$ cat src/z_buffer_span_fill_core_assert.svh
// Assertion macros for the z-buffer span fill core.
// Used by z_buffer_span_fill_core.sv; the bodies are empty when SYNTHESIS is set.
`ifndef Z_BUFFER_SPAN_FILL_CORE_ASSERT_SVH
`define Z_BUFFER_SPAN_FILL_CORE_ASSERT_SVH
`ifndef SYNTHESIS
// same-cycle implication
`define ZBSF_ASSERT_NOW(label, clk, rst_n, ante, cons, msg) \
  label: assert property (@(posedge clk) disable iff (!rst_n) (ante) |-> (cons)) \
    else $error(msg);
// next-cycle implication
`define ZBSF_ASSERT_NEXT(label, clk, rst_n, ante, cons, msg) \
  label: assert property (@(posedge clk) disable iff (!rst_n) (ante) |=> (cons)) \
    else $error(msg);
`else
`define ZBSF_ASSERT_NOW(label, clk, rst_n, ante, cons, msg)
`define ZBSF_ASSERT_NEXT(label, clk, rst_n, ante, cons, msg)
`endif
`endif

$ cat src/zbsf_pkg.sv
// Shared types and constants for the z-buffer span fill core.
// No dependencies; imported by zbsf_div, zbsf_fb and the top level.
`default_nettype none

package zbsf_pkg;

  // action codes (in_tuser)
  localparam logic [1:0] ACT_DRAW  = 2'd0;
  localparam logic [1:0] ACT_READ  = 2'd1;
  localparam logic [1:0] ACT_CLEAR = 2'd2;

  // status codes (out_tuser)
  localparam logic [1:0] ST_DONE      = 2'd0;
  localparam logic [1:0] ST_OFFSCREEN = 2'd1;
  localparam logic [1:0] ST_NZ_ZERO   = 2'd2;

  localparam int IN_DATA_W  = 160;
  localparam int OUT_DATA_W = 64;
  localparam int COORD_W    = 12;
  localparam int COLOR_W    = 24;
  localparam int DEPTH_W    = 24;
  localparam int CNT_W      = 9;
  localparam int FB_W       = COLOR_W + DEPTH_W;

  // plane arithmetic widths
  localparam int QW  = 38;        // numerator / quotient
  localparam int DVW = 16;        // |normal_z| and remainders
  localparam int AXW = 18;        // 16*x - plane_x
  localparam int PW  = 16 + AXW;  // product

  localparam logic signed [DEPTH_W-1:0] DEPTH_MIN = 24'sh800000;
  localparam logic signed [DEPTH_W-1:0] DEPTH_MAX = 24'sh7FFFFF;

  typedef struct packed {
    logic                 start;
    logic signed [QW-1:0] dividend;
    logic [DVW-1:0]       divisor;
  } div_req_t;

  typedef struct packed {
    logic                 done;
    logic signed [QW-1:0] quot;
    logic [DVW-1:0]       rem;
  } div_rsp_t;

endpackage

`default_nettype wire

$ cat src/zbsf_div.sv
// Iterative floor divider: signed dividend by positive divisor, one bit per cycle.
// Depends on zbsf_pkg (div_req_t, div_rsp_t, widths).
`default_nettype none

module zbsf_div import zbsf_pkg::*; (
  input  logic     clk,
  input  logic     rst_n,
  input  div_req_t req,
  output div_rsp_t rsp
);

  localparam int CW = $clog2(QW);

  typedef enum logic [1:0] {D_IDLE, D_RUN, D_FIX} dstate_t;

  dstate_t              state_r;
  logic                 neg_r;
  logic [QW-1:0]        mag_r;
  logic [DVW-1:0]       rem_r;
  logic [DVW-1:0]       dvs_r;
  logic [CW-1:0]        cnt_r;
  logic                 done_r;
  logic signed [QW-1:0] quot_r;
  logic [DVW-1:0]       remo_r;

  logic [DVW:0] trial;
  logic [DVW:0] diff;
  logic         fits;

  always_comb begin
    trial = {rem_r, mag_r[QW-1]};
    diff  = trial - {1'b0, dvs_r};
    fits  = trial >= {1'b0, dvs_r};
  end

  always_ff @(posedge clk) begin
    if (!rst_n) begin
      state_r <= D_IDLE;
      done_r  <= 1'b0;
    end else begin
      done_r <= 1'b0;
      case (state_r)
        D_IDLE: begin
          if (req.start) begin
            neg_r   <= req.dividend[QW-1];
            mag_r   <= req.dividend[QW-1] ? QW'(-req.dividend) : QW'(req.dividend);
            rem_r   <= '0;
            dvs_r   <= req.divisor;
            cnt_r   <= CW'(QW - 1);
            state_r <= D_RUN;
          end
        end
        D_RUN: begin
          // restoring step: quotient bits shift in where dividend bits leave
          rem_r <= fits ? diff[DVW-1:0] : trial[DVW-1:0];
          mag_r <= {mag_r[QW-2:0], fits};
          cnt_r <= cnt_r - CW'(1);
          if (cnt_r == '0) begin
            state_r <= D_FIX;
          end
        end
        D_FIX: begin
          // turn truncated magnitude result into floor quotient, remainder >= 0
          if (neg_r && rem_r != '0) begin
            quot_r <= $signed(~mag_r);
            remo_r <= dvs_r - rem_r;
          end else if (neg_r) begin
            quot_r <= $signed(-mag_r);
            remo_r <= '0;
          end else begin
            quot_r <= $signed(mag_r);
            remo_r <= rem_r;
          end
          done_r  <= 1'b1;
          state_r <= D_IDLE;
        end
        default: begin
          state_r <= D_IDLE;
        end
      endcase
    end
  end

  assign rsp.done = done_r;
  assign rsp.quot = quot_r;
  assign rsp.rem  = remo_r;

endmodule

`default_nettype wire

$ cat config.mk
export PLATFORM = sky130hd
export DESIGN_NAME = zbsf_div
export DESIGN_NICKNAME = d
export VERILOG_FILES = /design/src/z_buffer_span_fill_core_assert.svh /design/src/zbsf_pkg.sv /design/src/zbsf_div.sv
export SDC_FILE = /design/constraint.sdc
export NUM_CORES = 1
export LEC_CHECK = 0
export BUFFER_PORTS_ARGS = -buffer_cell sky130_fd_sc_hd__buf_4
export CORE_ASPECT_RATIO = 1.4
export CORE_MARGIN = 2
export CORE_UTILIZATION = 50
export DETAILED_ROUTE_END_ITERATION = 7
export PLACE_DENSITY_LB_ADDON = 0.05
export SLEW_MARGIN = 10
export SYNTH_ARGS = -nofsm -noshare
export SYNTH_HDL_FRONTEND = slang
export SYNTH_SLANG_ARGS = --single-unit
$ cat constraint.sdc
create_clock -name clk -period 4.2 [get_ports clk]
set_clock_uncertainty 0.1 [all_clocks]
set_input_delay 0.21 -clock clk [delete_from_list [all_inputs] [get_ports clk]]
set_output_delay 0.21 -clock clk [all_outputs]
set_load 0.01 [all_outputs]
==> flow_summary.toml, run 1 <==
[status]
status = "complete, no violations"

[hold_path]
hp-class = "input pin to flip-flop"

[setup_path]
critPathKind = "flip-flop to flip-flop"
crit_required_ns = 4.27
crit_fanout = 6
end_kind = "flip-flop"
arrival_ns = 3.33
startpoint_type = "flip-flop"

[flow_run]
drv_cap = 0

[logic_synthesis]
synthAdderAreaFrac_pct = 5.91
ys_types = 52
synth.largest_area_cell = "edfxtp_1"
syn_nets = 879
synth_simple_gate_area_share_pct = 13.9
synth_top_family_by_area = "compound AO/OA/AOI/OAI gates"
ys_warn_count = 0
muxShareOfSynthArea_pct = 1.36
avgSynthCellArea_sq_um = 10.3
ys_top_cells_by_count = "edfxtp_1, o21ai_0, nand2_1"
synth_edf_count = 131
syn_area_sq_um = 8090
yosysMostFrequentCell = "edfxtp_1"
synth_top_area_share_pct = 48.7
synth_area_leaders = "edfxtp_1, xnor2_1, ha_1"
synth_xor_area_share_pct = 10.6
ys_seq_area_share_pct = 49.4
synth_ff_type = "edfxtp_1"
synth-seq-cells = 134
synthCells = 785
async_reset_ff_share_pct = 0
synth_compound_area_share_pct = 15.3

[routing]
postRouteAntennaNets = 0
route.detailed.drc = 0
firstDrtPassIters = 5
wl_um = 19000
num_vias = 6398
avgRoutedWirePerCell_um = 16.8
via_per_inst = 5.68
drt-initial-drc-count = 316

[global_routing]
grt_pass1_vias = 6423
grtUsageMet2_pct = 42.4
use_met1_pct = 25.7
grt_max_degree = 81
grt_util_met3_pct = 4.08
grt_pass1_wl_um = 31300
grt_antenna_before_repair = 0
gr-total-overflow = 0
grt_busiest_layer = "met2"
grt_util_all_layers_pct = 22.8

[power]
p_comb_share_pct = 19.1
p_int_uw = 2880
p_seq_share_pct = 42.0
p_clk_share_pct = 38.9
p_switching_uw = 1130
power.density_nw_per_um2 = 403
leakage_uw = 0.00382
irDropWorstVdd_uv = 290
swShare_pct = 28.1

[clock_network]
cts_root_buf = "clkbuf_16"
clockBufferDepth = 2
numClockSinks = 134
cts_tree = "built"
ctsHtreeMaxLevel = 4
clk_latency_ns = 0.43
clk_pin_slew_ns = 0.06
cts_setup_buffers = 0
cts_buffers = 17

[placement]
place_area_sq_um = 9170
hpwlAfterDp_um = 14200
io_buffer_count = 111
place_congestion = 0.902

[final_layout]
syn_to_final_growth_pct = 23.1
final_core_util_pct = 62.4
nets = 1008
finalInstanceArea_sq_um = 9950
layout-drive-gt1-share_pct = 17.9
diodes = 0

[sta]
slew_headroom_pct = 40.9
rsz0062_at_grt = "no"
period_minus_slack_ns = 3.25
setup_viol = 0
fmax_mhz = 307
finalSetupTns_ns = 0
worst_pin_slew_ns = 0.886
layout_worst_path_cycle_share_pct = 77.4
hold_viol = 0
maxSlewViolCount = 0

[floorplan]
die_w_um = 111
core_area_sq_um = 16000
fp-row-count = 55
fp.dieH_um = 154
io_pins = 112
fp.dieArea_sq_um = 17200
initial_core_util_pct = 50.6
==> cells by family (layout without fill, tap and decap cells) <==
group / Yosys count / in the layout
buffers and inverters: 76 / 218
and+or+nand+nor: 229 / 229
AOI/OAI and AO/OA: 200 / 200
muxes: 11 / 11
xor gates and xnor gates: 98 / 98
DFF: 134 / 134
adders and majority gates: 37 / 37
==> power groups by stage <==
stage | logic (uW) | registers (uW) | clock network (uW)
floorplan | 557 | 1680 | 0
global placement | 718 | 1700 | 0
detailed placement | 747 | 1710 | 0
CTS | 764 | 1680 | 1580
global route | 861 | 1700 | 1630
finish | 765 | 1680 | 1560
==> area by class of cell <==
type                            instances  area [sq um]
Clock inverter                         15           191
Inverter                               47           176
Fill cell                            1388          6010
Multi-Input combinational cell        575          3830
Timing Repair Buffer                  139          1090
Clock buffer                           17           425
Tap cell                              199           249
Sequential cell                       134          3990
==> metrics by stage <==
stage          hold WS (ns)  setup WS (ns)  total power [uW]  instances
4_1_cts              0.0422          0.926              4020       1126
2_1_floorplan         0.209          0.508              2240        785
3_5_place_dp          0.289          0.949              2460       1077
5_1_grt              0.0715          0.747              4190       1126
3_3_place_gp          0.288          0.982              2420       1077
6_report             0.0576          0.947              4010       1126
==> cells in the final DEF (no fill, tap or decap), types with 17 or more instances in the layout <==
cell type | synthesis | routed
a21oi_1 | 29 | 28
buf_4 | 1 | 122
clkbuf_16 | 0 | 17
dlygate4sd3_1 | 0 | 17
edfxtp_1 | 131 | 131
ha_1 | 35 | 35
inv_1 | 47 | 47
nand2_1 | 82 | 82
nand3_1 | 22 | 22
nor2_1 | 45 | 45
o21ai_0 | 86 | 86
o31ai_1 | 22 | 22
xnor2_1 | 52 | 52
xor2_1 | 46 | 46
==> state kept, by name (all words and copies together), names as in the netlist <==
register and cells:
neg_r 1, state_r 2, remo_r 16, done_r 1, mag_r 38, quot_r 38, dvs_r 16, cnt_r 6
rem_r 16
==> critical path: stages, from the launching register on <==
cell and delay, ns:
edfxtp_1 0.46, nor4_1 0.49, nand4_1 0.23, or4_1 0.52, nand3b_1 0.31, or3_1 0.44
o41ai_1 0.34, xnor2_1 0.10
==> path summary, 6_finish.rpt <==
check           start          to  slack [ns]  cells after the start
max          rem_r[0]  quot_r[32]        0.95                      7
min           req[52]   mag_r[36]        0.06                      3
max reg2reg  rem_r[0]  quot_r[32]        0.95                      7
min reg2reg  cnt_r[0]    cnt_r[0]        0.49                      1
==> repair_timing <==
item,4_1_cts,5_1_grt
gates resized for setup,0,0
hold endpoints to repair,19,0
hold buffers,17,0
endpoints found under the setup margin,0,0
==> routing by layer <==
layer / vias up / wire length, um
li1: 3147 / -
met1: 3034 / 7550
met2: 189 / 10200
met3: 28 / 807
met4: 0 / 407
met5: - / 0
Power figures use the tool's default switching activity.
==> run 2, diff against run 1 <==
clock period = 2.9 ns   (was 4.2 ns; I/O delays follow)
==> run 2 against run 1 <==
Compared with the run above: sequential power increased by 44%; design area increased by 6.4%; flip-flop and latch count is the same; global-route usage hardly changed; die area is the same; via count rose by 3.3%; critical path type unchanged.
==> flow_summary.toml, run 2 (synthesized netlist as in run 1, its figures left out) <==
[sta]
maxSlewViolCount = 0
hold_viol = 0
slew_headroom_pct = 48.1
layout_worst_path_cycle_share_pct = 97.4
setup_viol = 0
fin_ws_ns = 0.0765
hold_ws_ns = 0.0124
fmax_mhz = 354
worst_pin_slew_ns = 0.778
period_minus_slack_ns = 2.82

[floorplan]
core_area_sq_um = 16000
io_pins = 112
fp.dieArea_sq_um = 17200
initial_core_util_pct = 50.6
fp-row-count = 55
die_w_um = 111
fp.dieH_um = 154

[setup_path]
arrival_ns = 2.89
startpoint_type = "flip-flop"
critPathKind = "flip-flop to flip-flop"
end_kind = "flip-flop"
crit_fanout = 3
crit_required_ns = 2.96

[routing]
postRouteAntennaNets = 0
route.detailed.drc = 0
drt-initial-drc-count = 353
wl_um = 19500
avgRoutedWirePerCell_um = 16.3
via_per_inst = 5.54
firstDrtPassIters = 6
num_vias = 6607

[global_routing]
grt_max_degree = 61
grt_util_all_layers_pct = 22.8
grt_pass1_wl_um = 31600
grt_pass1_vias = 6673
grt_antenna_before_repair = 0
gr-total-overflow = 0

[power]
leakage_uw = 0.00416
swShare_pct = 28.5
p_switching_uw = 1640
p_seq_share_pct = 42.0
power.density_nw_per_um2 = 544
p_comb_share_pct = 22.8
irDropWorstVdd_uv = 384
p_int_uw = 4120
p_clk_share_pct = 35.2

[final_layout]
nets = 1076
final_core_util_pct = 66.4
top_regs = "mag_r (38), quot_r (38)"
fill_cells = 1301
final_common_cell = "buf_4"
diodes = 0
layout-drive-gt1-share_pct = 25.5
mostFrequentLayoutCells = "buf_4, edfxtp_1, o21ai_0"
syn_to_final_growth_pct = 31.0

[clock_network]
cts_root_buf = "clkbuf_16"
ctsHtreeMaxLevel = 4
clockBufferDepth = 2
numClockSinks = 134
clk_pin_slew_ns = 0.06
clk_latency_ns = 0.42
cts_buffers = 17
cts_tree = "built"

[placement]
place_congestion = 0.856
io_buffer_count = 111
post-place-ws_ns = -0.149
hpwlAfterDp_um = 14300

[status]
status = "complete, no violations"

[flow_run]
drv_cap = 0

[hold_path]
hp-class = "input pin to flip-flop"
[run 2: cell count changes in the layout (fill, tap and decap cells not counted), sizes merged]
cell         previous run  this run
dlygate4sd3            17        22
clkinvlp                1         2
clkinv                  5         6
buf                   122       185
bufinv                  3         1
inv                    53        52
[run 2: worst paths after layout]
path                      to     start  slack, ns  cells past startpoint
hold reg to reg     cnt_r[0]  cnt_r[0]       0.49                      1
hold / removal     mag_r[14]   req[30]       0.01                      3
setup reg to reg  remo_r[15]  rem_r[1]       0.08                     11
setup / recovery  remo_r[15]  rem_r[1]       0.08                     11
[run 2: critical path, stage by stage, from the launching register on]
cell	delay (ns)
edfxtp_1	0.42
buf_6	0.15
inv_4	0.07
ha_4	0.20
nor2b_4	0.12
o31a_1	0.32
a21o_1	0.23
o41ai_2	0.37
buf_4	0.20
o311ai_2	0.11
o2bb2ai_2	0.15
mux2i_1	0.12
[run 2: what timing repair did]
item                                    4_1_cts  5_1_grt
pin swaps                                     0       11
setup buffers                                 0        2
endpoints found under the hold margin        24        0
endpoints found under the setup margin        4       24
hold buffers                                 22        0
gates resized for setup                       3       31
[run 2: cell type report]
class                   instances  area [sq um]  area share [%]
well taps                     199           249            2.35
multi-input cells             575          3990            37.7
clock buffers                  17           425            4.02
flip-flops and latches        134          3990            37.7
clock inverters                14           128            1.20
repair buffers                207          1630            15.4
inverters                      47           179            1.69
[run 2: power by group through the flow]
stage	combinational, uW	sequential (uW)	clock [uW]
2_1_floorplan	809	2440	0
3_3_place_gp	1180	2450	0
3_5_place_dp	1220	2450	0
4_1_cts	1260	2420	2060
5_1_grt	1460	2430	2150
6_report	1310	2420	2030
[run 2: metrics by stage]
stage	total power, uW	instances	setup TNS [ns]	cell area [sq um]
6_report	5760	1193	0	10600
5_1_grt	6040	1193	-0.0265	10600
4_1_cts	5730	1191	0	10400
3_5_place_dp	3670	1138	-0.425	9640
3_3_place_gp	3620	1138	-0.157	9640
2_1_floorplan	3250	785	0	8100
[run 2: routing by layer]
metal | global-route usage (%) | vias up | wire [um]
met3 | 3.68 | 41 | 783
met2 | 42.1 | 198 | 10400
met5 | 0 | - | 0
met4 | 9.76 | 0 | 555
met1 | 25.8 | 3082 | 7730
li1 | - | 3286 | -
